--- config.mk ---
export PLATFORM = sky130hd
export DESIGN_NAME = shc_seq
export DESIGN_NICKNAME = d
export VERILOG_FILES = /design/src/design/shc_pkg.sv /design/src/design/shc_seq.sv
export SDC_FILE = /design/constraint.sdc
export NUM_CORES = 2
export LEC_CHECK = 0
export BUFFER_PORTS_ARGS = -buffer_cell sky130_fd_sc_hd__buf_2
export CORE_ASPECT_RATIO = 0.6
export CORE_MARGIN = 2
export CORE_UTILIZATION = 40
export DETAILED_ROUTE_END_ITERATION = 8
export GPL_TIMING_DRIVEN = 0
export SLEW_MARGIN = 20
export SYNTH_ARGS = -nofsm -noshare
export SYNTH_HDL_FRONTEND = slang
export SYNTH_SLANG_ARGS = --single-unit
--- constraint.sdc ---
create_clock -name aclk -period 8 [get_ports aclk]
set_input_delay 0.4 -clock aclk [delete_from_list [all_inputs] [get_ports aclk]]
set_output_delay 0.4 -clock aclk [all_outputs]
set_load 0.01 [all_outputs]
--- src/design/shc_pkg.sv ---
`default_nettype none
package shc_pkg;

    localparam int GRAINS_W = 5;
    localparam int RC_CFG_W = 7;
    localparam int POS_W    = 16;
    localparam int CNT_W    = 16;
    localparam int UNI_W    = 16;
    localparam int TOT_W    = 32;
    localparam int OUT_RC_W = 6;
    localparam int OP_W     = 2;
    localparam int ST_W     = 2;
    localparam int APB_AW   = 4;
    localparam int APB_DW   = 32;
    localparam int PROD_W   = POS_W + GRAINS_W;
    localparam int IDX_W    = PROD_W - 8;
    localparam int TGT_W    = TOT_W + UNI_W;

    localparam logic [GRAINS_W-1:0] GRAINS_RST = GRAINS_W'(1);
    localparam logic [RC_CFG_W-1:0] ROWS_RST   = RC_CFG_W'(64);
    localparam logic [RC_CFG_W-1:0] COLS_RST   = RC_CFG_W'(64);

    typedef enum logic [OP_W-1:0] {
        OP_CLEAR  = 2'd0,
        OP_ADD    = 2'd1,
        OP_SAMPLE = 2'd2,
        OP_NONE   = 2'd3
    } op_t;

    typedef enum logic [ST_W-1:0] {
        ST_OK    = 2'd0,
        ST_OOB   = 2'd1,
        ST_EMPTY = 2'd2
    } status_t;

    typedef enum logic [1:0] {
        REG_GRAINS = 2'd0,
        REG_ROWS   = 2'd1,
        REG_COLS   = 2'd2
    } reg_idx_t;

    typedef enum logic [3:0] {
        S_INIT,
        S_IDLE,
        S_CLEAR,
        S_ADD_IDX,
        S_ADD_RD,
        S_ADD_WR,
        S_SMP_PREP,
        S_SMP,
        S_DONE
    } state_t;

    typedef struct packed {
        logic [GRAINS_W-1:0] grains;
        logic [RC_CFG_W-1:0] rows_used;
        logic [RC_CFG_W-1:0] cols_used;
    } cfg_t;

    function automatic logic [TOT_W-1:0] sat_add(input logic [TOT_W-1:0] a,
                                                 input logic [TOT_W-1:0] b);
        logic [TOT_W:0] s;
        s = {1'b0, a} + {1'b0, b};
        return s[TOT_W] ? {TOT_W{1'b1}} : s[TOT_W-1:0];
    endfunction

endpackage
`default_nettype wire

--- src/design/shc_seq.sv ---
`default_nettype none
module shc_seq
    import shc_pkg::*;
#(
    parameter  int MAX_ROWS = 64,
    parameter  int MAX_COLS = 64,
    localparam int DEPTH    = MAX_ROWS * MAX_COLS,
    localparam int AW       = (DEPTH > 1) ? $clog2(DEPTH) : 1
) (
    input  wire logic                 aclk,
    input  wire logic                 aresetn,
    input  wire cfg_t                 cfg,
    input  wire logic                 s_valid,
    output logic                      s_ready,
    input  wire logic [OP_W-1:0]      s_operation,
    input  wire logic [POS_W-1:0]     s_pos_x,
    input  wire logic [POS_W-1:0]     s_pos_y,
    input  wire logic [CNT_W-1:0]     s_count,
    input  wire logic [UNI_W-1:0]     s_uniform,
    output logic                      m_valid,
    input  wire logic                 m_ready,
    output logic      [ST_W-1:0]      m_status,
    output logic      [OUT_RC_W-1:0]  m_bin_row,
    output logic      [OUT_RC_W-1:0]  m_bin_col,
    output logic      [TOT_W-1:0]     m_total_events,
    output logic                      mem_we,
    output logic      [AW-1:0]        mem_addr,
    output logic      [TOT_W-1:0]     mem_wdata,
    input  wire logic [TOT_W-1:0]     mem_rdata
);
    localparam int RW    = (MAX_ROWS > 1) ? $clog2(MAX_ROWS) : 1;
    localparam int CW    = (MAX_COLS > 1) ? $clog2(MAX_COLS) : 1;
    localparam int RNW   = ($clog2(MAX_ROWS + 1) > RC_CFG_W) ? $clog2(MAX_ROWS + 1) : RC_CFG_W;
    localparam int CNW   = ($clog2(MAX_COLS + 1) > RC_CFG_W) ? $clog2(MAX_COLS + 1) : RC_CFG_W;

    state_t state_reg, state_next;

    logic [POS_W-1:0]    px_reg, px_next;
    logic [POS_W-1:0]    py_reg, py_next;
    logic [CNT_W-1:0]    cnt_reg, cnt_next;
    logic [UNI_W-1:0]    uni_reg, uni_next;
    logic [IDX_W-1:0]    ridx_reg, ridx_next;
    logic [IDX_W-1:0]    cidx_reg, cidx_next;
    logic [AW-1:0]       sweep_reg, sweep_next;
    logic [TOT_W-1:0]    total_reg, total_next;
    logic [TGT_W-1:0]    target_reg, target_next;
    logic [TOT_W-1:0]    cum_reg, cum_next;
    logic [RW-1:0]       row_reg, row_next;
    logic [CW-1:0]       col_reg, col_next;
    logic [AW-1:0]       base_reg, base_next;
    logic                issue_done_reg, issue_done_next;
    logic                rd_vld_reg, rd_vld_next;
    logic                rd_last_reg, rd_last_next;
    logic [RW-1:0]       rd_row_reg, rd_row_next;
    logic [CW-1:0]       rd_col_reg, rd_col_next;
    status_t             res_status_reg, res_status_next;
    logic [OUT_RC_W-1:0] res_row_reg, res_row_next;
    logic [OUT_RC_W-1:0] res_col_reg, res_col_next;
    logic                m_valid_reg, m_valid_next;
    status_t             m_status_reg, m_status_next;
    logic [OUT_RC_W-1:0] m_row_reg, m_row_next;
    logic [OUT_RC_W-1:0] m_col_reg, m_col_next;
    logic [TOT_W-1:0]    m_total_reg, m_total_next;

    logic [RNW-1:0]      eff_rows;
    logic [CNW-1:0]      eff_cols;
    logic [TOT_W-1:0]    cum_sum;
    logic                hit;
    logic                row_end;
    logic                col_end;
    logic                oob;

    assign eff_rows = (RNW'(cfg.rows_used) > RNW'(MAX_ROWS)) ? RNW'(MAX_ROWS)
                                                             : RNW'(cfg.rows_used);
    assign eff_cols = (CNW'(cfg.cols_used) > CNW'(MAX_COLS)) ? CNW'(MAX_COLS)
                                                             : CNW'(cfg.cols_used);

    assign cum_sum = sat_add(cum_reg, mem_rdata);
    assign hit     = target_reg <= {cum_sum, {UNI_W{1'b0}}};
    assign row_end = RNW'(row_reg) == eff_rows - RNW'(1);
    assign col_end = CNW'(col_reg) == eff_cols - CNW'(1);
    assign oob     = (ridx_reg >= IDX_W'(eff_rows)) || (cidx_reg >= IDX_W'(eff_cols));

    assign s_ready        = state_reg == S_IDLE;
    assign m_valid        = m_valid_reg;
    assign m_status       = m_status_reg;
    assign m_bin_row      = m_row_reg;
    assign m_bin_col      = m_col_reg;
    assign m_total_events = m_total_reg;

    always_comb begin
        state_next      = state_reg;
        px_next         = px_reg;
        py_next         = py_reg;
        cnt_next        = cnt_reg;
        uni_next        = uni_reg;
        ridx_next       = ridx_reg;
        cidx_next       = cidx_reg;
        sweep_next      = sweep_reg;
        total_next      = total_reg;
        target_next     = target_reg;
        cum_next        = cum_reg;
        row_next        = row_reg;
        col_next        = col_reg;
        base_next       = base_reg;
        issue_done_next = issue_done_reg;
        rd_vld_next     = 1'b0;
        rd_last_next    = rd_last_reg;
        rd_row_next     = rd_row_reg;
        rd_col_next     = rd_col_reg;
        res_status_next = res_status_reg;
        res_row_next    = res_row_reg;
        res_col_next    = res_col_reg;
        m_valid_next    = m_valid_reg && !m_ready;
        m_status_next   = m_status_reg;
        m_row_next      = m_row_reg;
        m_col_next      = m_col_reg;
        m_total_next    = m_total_reg;
        mem_we          = 1'b0;
        mem_addr        = sweep_reg;
        mem_wdata       = '0;

        unique case (state_reg)
            S_INIT, S_CLEAR: begin
                // zero one bin per cycle
                mem_we   = 1'b1;
                mem_addr = sweep_reg;
                if (sweep_reg == AW'(DEPTH - 1)) begin
                    sweep_next = '0;
                    if (state_reg == S_CLEAR) begin
                        total_next      = '0;
                        res_status_next = ST_OK;
                        res_row_next    = '0;
                        res_col_next    = '0;
                        state_next      = S_DONE;
                    end else begin
                        state_next = S_IDLE;
                    end
                end else begin
                    sweep_next = sweep_reg + AW'(1);
                end
            end
            S_IDLE: begin
                if (s_valid) begin
                    px_next  = s_pos_x;
                    py_next  = s_pos_y;
                    cnt_next = s_count;
                    uni_next = s_uniform;
                    unique case (op_t'(s_operation))
                        OP_CLEAR:  state_next = S_CLEAR;
                        OP_ADD:    state_next = S_ADD_IDX;
                        OP_SAMPLE: state_next = S_SMP_PREP;
                        default: begin
                            res_status_next = ST_OK;
                            res_row_next    = '0;
                            res_col_next    = '0;
                            state_next      = S_DONE;
                        end
                    endcase
                end
            end
            S_ADD_IDX: begin
                ridx_next  = IDX_W'((PROD_W'(px_reg) * PROD_W'(cfg.grains)) >> 8);
                cidx_next  = IDX_W'((PROD_W'(py_reg) * PROD_W'(cfg.grains)) >> 8);
                state_next = S_ADD_RD;
            end
            S_ADD_RD: begin
                mem_addr = AW'(ridx_reg[RW-1:0]) * AW'(MAX_COLS) + AW'(cidx_reg[CW-1:0]);
                if (oob) begin
                    res_status_next = ST_OOB;
                    res_row_next    = '0;
                    res_col_next    = '0;
                    state_next      = S_DONE;
                end else begin
                    state_next = S_ADD_WR;
                end
            end
            S_ADD_WR: begin
                mem_we          = 1'b1;
                mem_addr        = AW'(ridx_reg[RW-1:0]) * AW'(MAX_COLS)
                                + AW'(cidx_reg[CW-1:0]);
                mem_wdata       = sat_add(mem_rdata, TOT_W'(cnt_reg));
                total_next      = sat_add(total_reg, TOT_W'(cnt_reg));
                res_status_next = ST_OK;
                res_row_next    = ridx_reg[OUT_RC_W-1:0];
                res_col_next    = cidx_reg[OUT_RC_W-1:0];
                state_next      = S_DONE;
            end
            S_SMP_PREP: begin
                target_next     = TGT_W'(uni_reg) * TGT_W'(total_reg);
                cum_next        = '0;
                row_next        = '0;
                col_next        = '0;
                base_next       = '0;
                issue_done_next = 1'b0;
                if (total_reg == '0 || eff_rows == '0 || eff_cols == '0) begin
                    res_status_next = ST_EMPTY;
                    res_row_next    = '0;
                    res_col_next    = '0;
                    state_next      = S_DONE;
                end else begin
                    state_next = S_SMP;
                end
            end
            S_SMP: begin
                // issue one read per cycle, check the bin read last cycle
                mem_addr = base_reg + AW'(col_reg);
                if (!issue_done_reg) begin
                    rd_vld_next  = 1'b1;
                    rd_row_next  = row_reg;
                    rd_col_next  = col_reg;
                    rd_last_next = row_end && col_end;
                    if (row_end && col_end) begin
                        issue_done_next = 1'b1;
                    end else if (col_end) begin
                        col_next  = '0;
                        row_next  = row_reg + RW'(1);
                        base_next = base_reg + AW'(MAX_COLS);
                    end else begin
                        col_next = col_reg + CW'(1);
                    end
                end
                if (rd_vld_reg) begin
                    cum_next = cum_sum;
                    if (hit) begin
                        res_status_next = ST_OK;
                        res_row_next    = OUT_RC_W'(rd_row_reg);
                        res_col_next    = OUT_RC_W'(rd_col_reg);
                        state_next      = S_DONE;
                    end else if (rd_last_reg) begin
                        res_status_next = ST_EMPTY;
                        res_row_next    = '0;
                        res_col_next    = '0;
                        state_next      = S_DONE;
                    end
                end
            end
            S_DONE: begin
                if (!m_valid_reg || m_ready) begin
                    m_valid_next  = 1'b1;
                    m_status_next = res_status_reg;
                    m_row_next    = res_row_reg;
                    m_col_next    = res_col_reg;
                    m_total_next  = total_reg;
                    state_next    = S_IDLE;
                end
            end
            default: state_next = S_IDLE;
        endcase
    end

    always_ff @(posedge aclk) begin
        if (!aresetn) begin
            state_reg      <= S_INIT;
            sweep_reg      <= '0;
            total_reg      <= '0;
            issue_done_reg <= 1'b1;
            rd_vld_reg     <= 1'b0;
            m_valid_reg    <= 1'b0;
        end else begin
            state_reg      <= state_next;
            sweep_reg      <= sweep_next;
            total_reg      <= total_next;
            issue_done_reg <= issue_done_next;
            rd_vld_reg     <= rd_vld_next;
            m_valid_reg    <= m_valid_next;
        end
    end

    always_ff @(posedge aclk) begin
        px_reg         <= px_next;
        py_reg         <= py_next;
        cnt_reg        <= cnt_next;
        uni_reg        <= uni_next;
        ridx_reg       <= ridx_next;
        cidx_reg       <= cidx_next;
        target_reg     <= target_next;
        cum_reg        <= cum_next;
        row_reg        <= row_next;
        col_reg        <= col_next;
        base_reg       <= base_next;
        rd_last_reg    <= rd_last_next;
        rd_row_reg     <= rd_row_next;
        rd_col_reg     <= rd_col_next;
        res_status_reg <= res_status_next;
        res_row_reg    <= res_row_next;
        res_col_reg    <= res_col_next;
        m_status_reg   <= m_status_next;
        m_row_reg      <= m_row_next;
        m_col_reg      <= m_col_next;
        m_total_reg    <= m_total_next;
    end

    // total only drops through a clear sweep
    a_total_monotonic: assert property (@(posedge aclk) disable iff (!aresetn)
        (state_reg != S_CLEAR && state_reg != S_INIT) |=> total_reg >= $past(total_reg))
        else $error("running total decreased outside a clear");

    a_no_write_in_sample: assert property (@(posedge aclk) disable iff (!aresetn)
        (state_reg == S_SMP || state_reg == S_SMP_PREP || state_reg == S_ADD_RD) |-> !mem_we)
        else $error("bin memory written during a read-only phase");

    a_flag_clears_bin: assert property (@(posedge aclk) disable iff (!aresetn)
        (m_valid_reg && (m_status_reg == ST_OOB || m_status_reg == ST_EMPTY))
            |-> (m_row_reg == '0 && m_col_reg == '0))
        else $error("flagged result carries a nonzero bin");

    a_clear_result_zero: assert property (@(posedge aclk) disable iff (!aresetn)
        (state_reg == S_CLEAR && state_next == S_DONE) |=> total_reg == '0)
        else $error("total not zero after clear sweep");

    a_no_accept_in_init: assert property (@(posedge aclk) disable iff (!aresetn)
        (state_reg == S_INIT) |-> !s_ready)
        else $error("input taken during clearing pass");

endmodule
`default_nettype wire

==> reports/results.ini <==
[status]
status = complete, no violations

[clocking]
clk_latency_ps = 610
cts.sinks = 312
clk_pin_slew_ps = 60
cts_buffers = 38
h-tree-depth = 2
cts_buffer_depth = 3
tritoncts = built
ctsRootBufferMaster = clkbuf_16

[setup_path]
path_class = register to register
critPathTopFamily = adder cells
reg2reg_from = uni_reg[9]
worstPathCellList = clkbuf_1, nand2_1, fa_1, inv_1, fa_1, inv_1, fa_1, inv_1, fa_1, fa_1, inv_1, fa_1, inv_1, ha_1, nand2_1, nor2_1, nand4_1, o211ai_1, a31oi_1, o21ai_1, a21o_1, a221oi_2, xnor2_1
r2r_setup_slack_ps = 290
critPathArrivalTime_ps = 8070
crit_top_cell = fa_1
end_kind = register
slowest_delay_ps = 670
reg2reg_to = target_reg[46]
ff2ff_path_depth = 23
cp.required_ps = 8350
startpoint_type = register
crit_buf_inv = 6
cpMaxStageDelayCell = fa_1
crit_path_max_fanout = 10

[yosys]
ys_top_cells_by_area = fa_1 28%, edfxtp_1 21%, ha_1 10%, inv_1 5.7%, nand2_1 5.2%
synthTopCellsByCount = 558 x inv_1, 509 x nand2_1, 503 x fa_1
syn-instance-count = 3831
ys.flop_type = edfxtp_1
yosys_register_bits = 312
synth_seq_area_share_pct = 24.2
avgSynthCellArea_um2 = 9.54
synth_cell_types = 85
yosys.area.top_type = fa_1
yosysMostFrequentCell = inv_1
synth-edff-count = 261
syn-num-nets = 4747
synth_area_um2 = 36500
synth_top_cell_area_share_pct = 27.6
yosysWarnings = 0
ys_async_sr_fraction_pct = 0

[global_routing]
grt_max_degree = 36
grt_pass1_vias = 28400
overflow = 0
antenna_found_initial = 3
grt_pass1_wl_um = 185000
grt_use_total_pct = 26.3

[sta]
tightestPinTransition_ps = 1030
fin_worst_skew_ps = 45.8
min_period_over_period_pct = 96.4
hold_viol_final = 0
min_period_ps = 7710
fmax_mhz = 130
final-setup-viol-count = 0
setup_ws_ps = 286
final-max-slew-violation-count = 0
max_slew_margin_pct = 29.3

[hold_path]
hold_start = m_ready
hold_class = primary input to register
holdPathStages = 4
holdPathEnd = m_valid

[die]
die_h_um = 238
pin_count = 214
start_util_pct = 40.6
fp.dieW_um = 394
die-area_um2 = 93900
fp.coreArea_um2 = 90100
num_rows = 85

[detailed_routing]
ant_nets = 0
vias_per_cell = 5.42
drt_pass1_iterations = 6
route.final.wire_length_um = 123000
drc = 0
vias = 29300
avgRoutedWirePerCell_um = 22.7
first_iter_violations = 3409

[layout]
drive_above_1_share_pct = 9.82
largest_reg_flops = 48
area_growth_pct = 13.4
post-route-util_pct = 46.0
layout.nets = 5070
fillCellCount = 8687

[power_and_ir_drop]
p_per_area_nw_per_um2 = 122
leakagePower_nw = 18.8
ir_drop_mv = 0.138

[placement]
hpwl_um = 101000
port-buffer-count = 211
dp_slack_ps = -432
gp_congestion = 0.970

[run]
max-cap-violations = 0

[power breakdown]
part / internal [mW] / leakage [nW] / total [mW] / switching [mW]
logic: 0.456 / 15.4 / 1.16 / 0.703
registers: 1.92 / 2.75 / 1.99 / 0.0739
clock network: 1.10 / 0.650 / 1.90 / 0.801
total: 3.47 / 18.8 / 5.05 / 1.58
[worst register-to-register path: cells and delay by family (launching register included)]
kind	cells	cell delay (ps)
AO/OA/AOI/OAI	5	1390
XOR/XNOR	1	310
adder cells (fa/ha/maj)	7	3550
buffers and inverters	6	850
flip-flops	1	610
AND/OR/NAND/NOR	4	760
[logic make-up after synthesis]
kind of cell             after synthesis  synth area share, %
buffers and inverters                725                 7.46
adder cells (fa/ha/maj)              795                 37.5
multiplexers                           5                0.140
AO/OA/AOI/OAI                        573                 10.2
flip-flops                           312                 24.2
XOR/XNOR                             152                 3.64
AND/OR/NAND/NOR                     1269                 16.8
[per-layer routing]
metal | GRT usage, % | share of wire [%] | vias up
li1 | - | - | 13200
met1 | 42.0 | 49 | 14500
met2 | 32.7 | 36 | 1519
met3 | 10.2 | 14 | 109
met4 | 4.19 | 1.5 | 0
met5 | 0 | 0 | -
[metrics by stage]
step / hold WS [ps] / TNS (ps) / power (mW) / cells / instance area [um2]
2_1_floorplan: 400 / 0 / 2.74 / 3831 / 36500
3_3_place_gp: 404 / -2240 / 3.13 / 5260 / 39100
3_5_place_dp: 405 / -2190 / 3.15 / 5268 / 39300
4_1_cts: 180 / 0 / 5.09 / 5401 / 41300
5_1_grt: 207 / -14.4 / 5.29 / 5402 / 41400
6_report: 205 / 0 / 5.05 / 5407 / 41400
[what timing repair did]
| action | in CTS | in global routing |
|---|---|---|
| hold buffers | 64 | 0 |
| endpoints found under the hold margin | 64 | 0 |
| resized for setup | 35 | 105 |
| cloned | 0 | 0 |
| buffers inserted | 0 | 2 |
| setup endpoints to repair | 12 | 12 |
[area by class of cell]
| class | instances | area, um2 | area share [%] |
|---|---|---|---|
| multi-input combinational | 2794 | 25000 | 60.4 |
| sequential | 312 | 8880 | 21.4 |
| inverter | 560 | 2100 | 5.07 |
| timing repair buffer | 285 | 1850 | 4.46 |
| tap | 1218 | 1520 | 3.68 |
| clock buffer | 47 | 1040 | 2.50 |
| buffer | 163 | 713 | 1.72 |
| clock inverter | 23 | 310 | 0.749 |
| antenna | 5 | 12.5 | 0.0302 |
[placed cells by master (no fill, tap or decap), types with 58 or more instances in the layout]
cell type        n
clkbuf_1        96
nor2_1         201
edfxtp_1       261
a21o_1          73
inv_1          558
o21ai_0        108
xnor2_1         94
dlygate4sd3_1   64
xor2_1          58
and2_1         293
buf_2          220
ha_1           292
nand2_1        509
fa_1           503
a21oi_1        178
[worst max-delay path by stage]
stage	to	cells past startpoint	from
2_1_floorplan	target_reg[46]	23	total_reg[16]
3_3_place_gp	target_reg[46]	21	total_reg[23]
3_5_place_dp	target_reg[46]	21	total_reg[30]
4_1_cts	target_reg[43]	21	total_reg[1]
5_1_grt	target_reg[46]	23	uni_reg[1]
6_report	target_reg[46]	23	uni_reg[9]
Note: power is estimated with default switching activity, not from simulation.
