[src/design/shc_pkg.sv]
`default_nettype none
package shc_pkg;

    localparam int GRAINS_W = 5;
    localparam int RC_CFG_W = 7;
    localparam int POS_W    = 16;
    localparam int CNT_W    = 16;
    localparam int UNI_W    = 16;
    localparam int TOT_W    = 32;
    localparam int OUT_RC_W = 6;
    localparam int OP_W     = 2;
    localparam int ST_W     = 2;
    localparam int APB_AW   = 4;
    localparam int APB_DW   = 32;
    localparam int PROD_W   = POS_W + GRAINS_W;
    localparam int IDX_W    = PROD_W - 8;
    localparam int TGT_W    = TOT_W + UNI_W;

    localparam logic [GRAINS_W-1:0] GRAINS_RST = GRAINS_W'(1);
    localparam logic [RC_CFG_W-1:0] ROWS_RST   = RC_CFG_W'(64);
    localparam logic [RC_CFG_W-1:0] COLS_RST   = RC_CFG_W'(64);

    typedef enum logic [OP_W-1:0] {
        OP_CLEAR  = 2'd0,
        OP_ADD    = 2'd1,
        OP_SAMPLE = 2'd2,
        OP_NONE   = 2'd3
    } op_t;

    typedef enum logic [ST_W-1:0] {
        ST_OK    = 2'd0,
        ST_OOB   = 2'd1,
        ST_EMPTY = 2'd2
    } status_t;

    typedef enum logic [1:0] {
        REG_GRAINS = 2'd0,
        REG_ROWS   = 2'd1,
        REG_COLS   = 2'd2
    } reg_idx_t;

    typedef enum logic [3:0] {
        S_INIT,
        S_IDLE,
        S_CLEAR,
        S_ADD_IDX,
        S_ADD_RD,
        S_ADD_WR,
        S_SMP_PREP,
        S_SMP,
        S_DONE
    } state_t;

    typedef struct packed {
        logic [GRAINS_W-1:0] grains;
        logic [RC_CFG_W-1:0] rows_used;
        logic [RC_CFG_W-1:0] cols_used;
    } cfg_t;

    function automatic logic [TOT_W-1:0] sat_add(input logic [TOT_W-1:0] a,
                                                 input logic [TOT_W-1:0] b);
        logic [TOT_W:0] s;
        s = {1'b0, a} + {1'b0, b};
        return s[TOT_W] ? {TOT_W{1'b1}} : s[TOT_W-1:0];
    endfunction

endpackage
`default_nettype wire

[src/design/shc_cfg.sv]
`default_nettype none
module shc_cfg
    import shc_pkg::*;
(
    input  wire logic              aclk,
    input  wire logic              aresetn,
    input  wire logic              psel,
    input  wire logic              penable,
    input  wire logic              pwrite,
    input  wire logic [APB_AW-1:0] paddr,
    input  wire logic [APB_DW-1:0] pwdata,
    output logic      [APB_DW-1:0] prdata,
    output logic                   pready,
    output cfg_t                   cfg
);
    cfg_t cfg_reg;
    cfg_t cfg_next;
    logic wr_en;

    assign pready = 1'b1;
    assign wr_en  = psel && penable && pwrite;
    assign cfg    = cfg_reg;

    always_comb begin
        cfg_next = cfg_reg;
        prdata   = '0;
        unique case (paddr[3:2])
            REG_GRAINS: begin
                prdata = APB_DW'(cfg_reg.grains);
                if (wr_en) cfg_next.grains = pwdata[GRAINS_W-1:0];
            end
            REG_ROWS: begin
                prdata = APB_DW'(cfg_reg.rows_used);
                if (wr_en) cfg_next.rows_used = pwdata[RC_CFG_W-1:0];
            end
            REG_COLS: begin
                prdata = APB_DW'(cfg_reg.cols_used);
                if (wr_en) cfg_next.cols_used = pwdata[RC_CFG_W-1:0];
            end
            default: prdata = '0;
        endcase
    end

    always_ff @(posedge aclk) begin
        if (!aresetn) begin
            cfg_reg.grains    <= GRAINS_RST;
            cfg_reg.rows_used <= ROWS_RST;
            cfg_reg.cols_used <= COLS_RST;
        end else begin
            cfg_reg <= cfg_next;
        end
    end

endmodule
`default_nettype wire

[config.mk]
export PLATFORM = sky130hd
export DESIGN_NAME = shc_cfg
export DESIGN_NICKNAME = d
export VERILOG_FILES = /design/src/design/shc_pkg.sv /design/src/design/shc_cfg.sv
export SDC_FILE = /design/constraint.sdc
export NUM_CORES = 1
export LEC_CHECK = 0
export ABC_AREA = 1
export BUFFER_PORTS_ARGS = -buffer_cell sky130_fd_sc_hd__buf_2
export CAP_MARGIN = 20
export CORE_AREA = 2 2 85 62
export CTS_CLUSTER_SIZE = 16
export DETAILED_ROUTE_END_ITERATION = 7
export DIE_AREA = 0 0 87 64
export GPL_TIMING_DRIVEN = 1
export PLACE_DENSITY = 0.67
export SLEW_MARGIN = 20
export SYNTH_ARGS = -nofsm -noshare
export SYNTH_HDL_FRONTEND = slang
export SYNTH_SLANG_ARGS = --single-unit
export TNS_END_PERCENT = 5
[constraint.sdc]
create_clock -name aclk -period 0.8 [get_ports aclk]
set_clock_uncertainty 0.05 [all_clocks]
set_input_delay 0.08 -clock aclk [delete_from_list [all_inputs] [get_ports aclk]]
set_output_delay 0.08 -clock aclk [all_outputs]
set_load 0.03 [all_outputs]
==> results.yml, run 1 <==
status:
  status: "complete, but fails checks"
  violations: "negative setup slack"
cts:
  cts-buffers-inserted: 3
  cts_tree: "built"
  clock-sinks: 19
  clockRootBuffer: "clkbuf_8"
  clkTransAtPathRegs_ns: 0.08
  htreeDepth: 1
  clock_path_buffers: 2
  clk_latency_ns: 0.26
finish:
  nets: 267
  layout_common_cells: "32 x nor2_1, 31 x nand2_1, 28 x buf_6"
  drive_above_1_share_pct: 47.1
  design_area_um2: 1750
  final_common_cell: "nor2_1"
  largest_reg_flops: 19
  antennaDiodeCount: 0
  instances_no_fill: 282
  syn2layout_area_growth_pct: 51.1
  nFillCells: 499
setup_path:
  rrSetupSlack_ns: 0.04
  cp_max_fo: 3
  worst_ep_arrival_time_ns: 0.89
  rr_worst_depth: 3
  start_kind: "flop"
  required_ns: 0.67
  crit_type: "flop to output pin"
  cp-end-kind: "output pin"
routing:
  ant_nets: 0
  routedWlPerCell_um: 11.0
  drt-total-wl_um: 3090
  via_per_inst: 4.03
  dr_total_vias: 1137
  drt_iter0_drc: 35
  firstDrtPassIters: 4
  post-route-drc-count: 0
global_routing:
  grt_use_total_pct: 10.7
  grt_max_degree: 20
  grt_pass1_wl_um: 4640
  gr-total-overflow: 0
  grt_antenna_before_repair: 0
  first_global_vias: 992
sta:
  maxSlewViolCount: 0
  setup_ws_ns: -0.224
  rsz0062_at_grt: "true"
  final.min_clock_period_ns: 1.02
  min_period_over_period_pct: 128
  finalHoldViolations: 0
  finalSetupViolCount: 26
  timing.fmax_mhz: 977
power_and_ir_drop:
  p_int_mw: 1.50
  power_leakage_nw: 0.860
  sw_frac_of_total_pct: 33.8
  power_density_nw_per_um2: 1300
  clkPwrFrac_pct: 30.0
  peakVddDrop_uv: 530
  p_total_mw: 2.27
  p_seq_share_pct: 43.4
  power_switching_uw: 768
  p_comb_share_pct: 26.5
placed_design:
  dp.final_hpwl_um: 2340
  portBuffers: 39
  place_inst: 276
  place_congestion: 0.752
  dpl_cell_area_um2: 1470
synthesis:
  synth_warnings: 0
  yosysSeqAreaShare_pct: 32.9
  syn-cell-area_um2: 1160
  yosys.cell_types.count: 14
  synth-seq-cells: 19
  synthCells: 172
  avgSynthCellArea_um2: 6.72
worst_hold_path:
  hold_class: "primary input to flop"
  min_path_cells: 3
run:
  max-cap-violations: 0
floorplan:
  initial_core_util_pct: 24.6
  die_x_um: 87
  die_h_um: 64
  rows: 21
  io_pins: 93
  die_area_um2: 5570
  core_area_um2: 4700
## power groups by stage
| stage | clock (mW) | combinational (mW) | sequential, mW |
|---|---|---|---|
| after floorplan | 0 | 0.441 | 1.05 |
| after global placement | 0 | 0.539 | 1.00 |
| after detailed placement | 0 | 0.543 | 1.00 |
| after CTS | 0.699 | 0.587 | 0.986 |
| after global routing | 0.766 | 0.643 | 0.990 |
| final | 0.683 | 0.602 | 0.987 |
## timing repair
| item | 4_1_cts | 5_1_grt |
|---|---|---|
| buffers inserted | 1 | 0 |
| hold endpoints to repair | 2 | 0 |
| cloned | 0 | 0 |
| pin swaps | 17 | 4 |
| gates resized for setup | 47 | 30 |
| hold buffers | 1 | 0 |
| endpoints found under the setup margin | 26 | 33 |
## Yosys cell counts, drive strengths merged
cell type   n  share of area, %
buf        31                21
conb        2              0.65
nand2      44                14
dfxtp      19                33
o21ai       3               1.3
nand3      25                11
nor2       39                16
inv         9               2.9
## path summary, 6_finish.rpt
path | startpoint | end
worst max register to register | cfg[17]$_SDFFE_PN0P_ | cfg[17]$_SDFFE_PN0P_
worst max-delay path | cfg[0]$_SDFFE_PN0P_ | prdata[0]
worst min register to register | cfg[15]$_SDFFE_PN0P_ | cfg[15]$_SDFFE_PN0P_
worst min-delay path | pwdata[0] | cfg[14]$_SDFFE_PN1P_
## routing by layer
| metal | global-route usage [%] | share of wire, % | vias up |
|---|---|---|---|
| met3 | 4.52 | 8.7 | 2 |
| li1 | - | - | 587 |
| met2 | 15.7 | 47 | 36 |
| met1 | 14.5 | 44 | 512 |
| met4 | 2.34 | 0.58 | 0 |
| met5 | 0 | 0 | - |
## metrics by stage
stage	hold slack, ns	utilization [%]	TNS [ns]	setup slack [ns]
global placement	0.263	31.2	-4.44	-0.223
finish	0.00525	37.1	-3.42	-0.224
global route	0.0194	37.1	-4.43	-0.258
detailed placement	0.268	31.2	-4.88	-0.238
CTS	0.00616	35.4	-3.89	-0.201
floorplan	0.156	-	-0.412	-0.0882
## cell type report
class | count | area (µm²) | area share [%]
timing repair buffer | 56 | 531 | 30.4
tap | 57 | 71.3 | 4.08
inverter | 9 | 33.8 | 1.93
clock buffer | 3 | 41.3 | 2.36
sequential | 19 | 405 | 23.2
multi-input combinational | 137 | 659 | 37.8
clock inverter | 1 | 5.00 | 0.287
## cell families (layout without fill, tap and decap cells)
group                  Yosys count  count (layout)  synth area share (%)
and+or+nand+nor                108             108                  41.7
buffers and inverters           40              69                  23.5
DFF                             19              19                  32.9
AOI/OAI and AO/OA                3               3                  1.30
other                            2              26                 0.650
## worst max-delay path, stage by stage, from the launching register on
cell and delay [ns]:
dfxtp_2 0.37, nand2_2 0.07, nand3_2 0.08, buf_6 0.13
No activity file was read; power rests on OpenSTA's default activity.
==> run 2: changes to the inputs <==
--- a/config.mk
+++ b/config.mk
@@ -6,14 +6,15 @@
 export NUM_CORES = 1
 export LEC_CHECK = 0
 export ABC_AREA = 1
-export BUFFER_PORTS_ARGS = -buffer_cell sky130_fd_sc_hd__buf_2
 export CAP_MARGIN = 20
 export CORE_AREA = 2 2 85 62
 export CTS_CLUSTER_SIZE = 16
 export DETAILED_ROUTE_END_ITERATION = 7
 export DIE_AREA = 0 0 87 64
+export DONT_BUFFER_PORTS = 1
 export GPL_TIMING_DRIVEN = 1
-export PLACE_DENSITY = 0.67
+export PLACE_DENSITY = 0.5
+export SKIP_LAST_GASP = 1
 export SLEW_MARGIN = 20
 export SYNTH_ARGS = -nofsm -noshare
 export SYNTH_HDL_FRONTEND = slang
==> results.yml, run 2 (synthesis results as in run 1) <==
setup_path:
  rr_worst_depth: 2
  crit_path_end: "prdata[1]"
  crit_start: "cfg[1]$_SDFFE_PN0P_"
  required_ns: 0.67
  start_kind: "flop"
  crit_type: "flop to output pin"
  cp-end-kind: "output pin"
  cp_max_fo: 3
  rrSetupSlack_ns: 0.14
  r2r-end: "cfg[13]$_SDFFE_PN1P_"
  worstReg2RegStart: "cfg[13]$_SDFFE_PN1P_"
  worst_ep_arrival_time_ns: 0.86
finish:
  largest_reg_flops: 19
  final_common_cell: "nand2_1"
  antennaDiodeCount: 0
  syn2layout_area_growth_pct: 30.5
  design_area_um2: 1510
  drive_above_1_share_pct: 35.7
  nets: 241
  layout_common_cells: "38 x nand2_1, 33 x nor2_1, 26 x conb_1"
cts:
  htreeDepth: 1
  cts_tree: "built"
  clockRootBuffer: "clkbuf_8"
  clock-sinks: 19
  clkTransAtPathRegs_ns: 0.07
  clk_latency_ns: 0.26
  clock_path_buffers: 2
  cts-buffers-inserted: 3
sta:
  final.min_clock_period_ns: 0.989
  setup_ws_ns: -0.189
  rsz0062_at_grt: "true"
  timing.fmax_mhz: 1010
  maxSlewViolCount: 0
  holdWs_ns: -0.144
  min_period_over_period_pct: 124
  finalSetupViolCount: 26
  finalHoldViolations: 19
floorplan:
  core_area_um2: 4700
  die_area_um2: 5570
  die_h_um: 64
  initial_core_util_pct: 24.6
  io_pins: 93
  rows: 21
  die_x_um: 87
run:
  max-cap-violations: 0
placed_design:
  dpl_cell_area_um2: 1400
  portBuffers: 0
  place_ws_ns: 0.0159
  place_congestion: 0.725
  dp.final_hpwl_um: 2170
power_and_ir_drop:
  power_density_nw_per_um2: 1440
  power_leakage_nw: 0.721
  peakVddDrop_uv: 634
global_routing:
  grt_max_degree: 20
  first_global_vias: 881
  grt_pass1_wl_um: 4420
  grt_antenna_before_repair: 0
  gr-total-overflow: 0
  grt_use_total_pct: 10.4
worst_hold_path:
  min_path_cells: 1
  hold_class: "primary input to flop"
routing:
  routedWlPerCell_um: 11.2
  drt_iter0_drc: 28
  firstDrtPassIters: 4
  post-route-drc-count: 0
  via_per_inst: 3.90
  dr_total_vias: 998
  drt-total-wl_um: 2870
  ant_nets: 0
status:
  status: "complete, but fails checks"
  violations: "negative hold slack, negative setup slack"
[run 2: cell types whose count changed in the layout (fill, tap and decap cells not counted), sizes merged]
| cell | previous run | this run |
|---|---|---|
| buf | 55 | 30 |
| dlygate4sd3 | 1 | 0 |
[run 2: worst min path at each step]
stage	start	to	slack [ns]
final	aresetn	cfg[6]$_SDFFE_PN1P_	-0.14
after global routing	aresetn	cfg[6]$_SDFFE_PN1P_	-0.16
after CTS	aresetn	cfg[6]$_SDFFE_PN1P_	-0.15
after detailed placement	aresetn	cfg[6]$_SDFFE_PN1P_	0.12
after global placement	aresetn	cfg[6]$_SDFFE_PN1P_	0.12
after floorplan	pwdata[6]	cfg[13]$_SDFFE_PN1P_	0.16
[run 2: critical path: stages (launching register included)]
cell and delay [ns]:
dfxtp_1 0.37, nand2_1 0.08, nand3_2 0.15
[run 2: area by class of cell]
cell class / count / area, µm²
clock buffer: 3 / 41.3
fill: 520 / 3190
sequential: 19 / 402
timing repair buffer: 30 / 292
inverter: 9 / 33.8
clock inverter: 1 / 5.00
multi-input combinational: 137 / 664
tap: 57 / 71.3
[run 2: power by group]
part | internal [mW] | switching [mW] | total [mW]
Sequential | 0.970 | 0.0165 | 0.986
Combinational | 0.142 | 0.365 | 0.507
Clock | 0.347 | 0.332 | 0.679
[run 2: metal layers]
metal	share of wire (%)	vias to the layer above	track usage (%)
met5	0	-	0
li1	-	530	-
met2	45	31	16.4
met1	47	435	13.0
met3	7.3	2	4.52
met4	0.45	0	2.34
[run 2: stage by stage]
stage          std cells  utilization, %  power, mW  TNS [ns]  hold slack (ns)
4_1_cts              255            31.4       2.19     -3.33           -0.149
6_report             256            32.1       2.17     -3.05           -0.144
3_5_place_dp         251            29.8       1.50         0            0.123
5_1_grt              256            32.1       2.28     -3.93           -0.155
3_3_place_gp         251            29.8       1.50         0            0.119
2_1_floorplan        196               -       1.49    -0.412            0.156
[run 2: repair_timing]
item | CTS | global route
setup endpoints to repair | 26 | 26
hold endpoints to repair | 19 | 19
setup buffers | 0 | 1
gates resized for setup | 6 | 7
pin swaps | 3 | 4
==> run 3: changes to the inputs <==
--- a/config.mk
+++ b/config.mk
@@ -7,13 +7,15 @@
 export LEC_CHECK = 0
 export ABC_AREA = 1
 export CAP_MARGIN = 20
+export CELL_PAD_IN_SITES_DETAIL_PLACEMENT = 0
+export CELL_PAD_IN_SITES_GLOBAL_PLACEMENT = 1
 export CORE_AREA = 2 2 85 62
 export CTS_CLUSTER_SIZE = 16
 export DETAILED_ROUTE_END_ITERATION = 7
 export DIE_AREA = 0 0 87 64
 export DONT_BUFFER_PORTS = 1
 export GPL_TIMING_DRIVEN = 1
-export PLACE_DENSITY = 0.5
+export PLACE_DENSITY = 0.66
 export SKIP_LAST_GASP = 1
 export SLEW_MARGIN = 20
 export SYNTH_ARGS = -nofsm -noshare
==> results.yml, run 3 (synthesis results as in run 1) <==
sta:
  setup_ws_ns: -0.188
  rsz0062_at_grt: "true"
  holdWs_ns: -0.139
  finalHoldViolations: 19
  final.min_clock_period_ns: 0.988
  timing.fmax_mhz: 1010
  finalSetupViolCount: 26
  maxSlewViolCount: 0
  min_period_over_period_pct: 124
routing:
  dr_total_vias: 1016
  routedWlPerCell_um: 11.4
  via_per_inst: 3.98
  post-route-drc-count: 0
  ant_nets: 0
  drt_iter0_drc: 21
  firstDrtPassIters: 3
  drt-total-wl_um: 2900
global_routing:
  grt_use_total_pct: 10.9
  first_global_vias: 918
  grt_use_met3_pct: 4.39
  use_met1_pct: 14.5
  grt_max_degree: 20
  grt_pass1_wl_um: 4660
  grt_antenna_before_repair: 0
  top_usage_layer: "met2"
  grt_use_met2_pct: 16.4
  gr-total-overflow: 0
floorplan:
  rows: 21
  die_x_um: 87
  die_h_um: 64
  initial_core_util_pct: 24.6
  die_area_um2: 5570
  core_area_um2: 4700
  io_pins: 93
cts:
  cts_tree: "built"
  clkTransAtPathRegs_ns: 0.07
  htreeDepth: 1
  clock_path_buffers: 2
  clk_latency_ns: 0.25
  clock-sinks: 19
  cts-buffers-inserted: 3
  clockRootBuffer: "clkbuf_8"
setup_path:
  cp_max_fo: 3
  required_ns: 0.67
  cp-end-kind: "output pin"
  rr_worst_depth: 2
  crit_type: "flop to output pin"
  worst_ep_arrival_time_ns: 0.86
  start_kind: "flop"
  rrSetupSlack_ns: 0.14
finish:
  nets: 240
  largest_reg_flops: 19
  syn2layout_area_growth_pct: 27.1
  final_common_cell: "nand2_1"
  antennaDiodeCount: 0
  layout_common_cells: "39 x nand2_1, 33 x nor2_1, 26 x conb_1"
  nFillCells: 538
  drive_above_1_share_pct: 33.3
  design_area_um2: 1470
placed_design:
  dp.final_hpwl_um: 2220
  portBuffers: 0
  dpl_cell_area_um2: 1400
  place_congestion: 0.685
  place_ws_ns: -0.0174
power_and_ir_drop:
  p_total_mw: 2.16
  power_leakage_nw: 0.707
  power_density_nw_per_um2: 1470
  peakVddDrop_uv: 336
status:
  status: "complete, but fails checks"
  violations: "negative hold slack, negative setup slack"
worst_hold_path:
  min_path_cells: 1
  hold_class: "primary input to flop"
run:
  max-cap-violations: 0
## run 3: cell count changes in the layout (fill, tap and decap cells not counted), sizes merged
| cell | before | now |
|---|---|---|
| buf | 30 | 29 |
| clkbuf | 3 | 4 |
| clkinv | 1 | 0 |
## run 3: layer usage
| layer | up-vias | part of all wire (%) |
|---|---|---|
| met4 | 0 | 0.86 |
| met5 | - | 0 |
| met2 | 34 | 43 |
| li1 | 532 | - |
| met3 | 5 | 7.8 |
| met1 | 445 | 48 |
## run 3: cell type report
| type | count | area (µm²) | area share [%] |
|---|---|---|---|
| Clock buffer | 4 | 45.0 | 3.07 |
| Sequential cell | 19 | 399 | 27.2 |
| Multi-Input combinational cell | 137 | 639 | 43.5 |
| Inverter | 9 | 33.8 | 2.30 |
| Tap cell | 57 | 71.3 | 4.86 |
| Timing Repair Buffer | 29 | 280 | 19.1 |
## run 3: per-stage QoR
stage / setup TNS [ns] / cells / utilization [%]
2_1_floorplan: -0.412 / 196 / -
3_3_place_gp: -0.0347 / 251 / 29.8
3_5_place_dp: -0.0461 / 251 / 29.8
4_1_cts: -3.36 / 255 / 31.2
5_1_grt: -4.08 / 255 / 31.2
6_report: -3.00 / 255 / 31.2
## run 3: worst paths after layout
kind	start	endpoint
worst max-delay path	cfg[5]$_SDFFE_PN0P_	prdata[5]
worst min-delay path	aresetn	cfg[14]$_SDFFE_PN1P_
worst max register to register	cfg[13]$_SDFFE_PN1P_	cfg[13]$_SDFFE_PN1P_
worst min register to register	cfg[10]$_SDFFE_PN0P_	cfg[10]$_SDFFE_PN0P_
## run 3: critical path, stage by stage, from the launching register on
cell and delay, ns:
dfxtp_2 0.35, nand2_2 0.05, nand2_2 0.08, buf_12 0.12
## run 3: where the power goes
| part | switching, mW | internal (mW) |
|---|---|---|
| Combinational | 0.362 | 0.139 |
| Sequential | 0.0169 | 0.969 |
| Clock | 0.314 | 0.354 |
| Total | 0.694 | 1.46 |
## run 3: repair_timing
action	4_1_cts	5_1_grt
buffers inserted	0	0
hold endpoints to repair	19	19
pin swaps	3	0
setup endpoints to repair	26	26
resized for setup	5	1
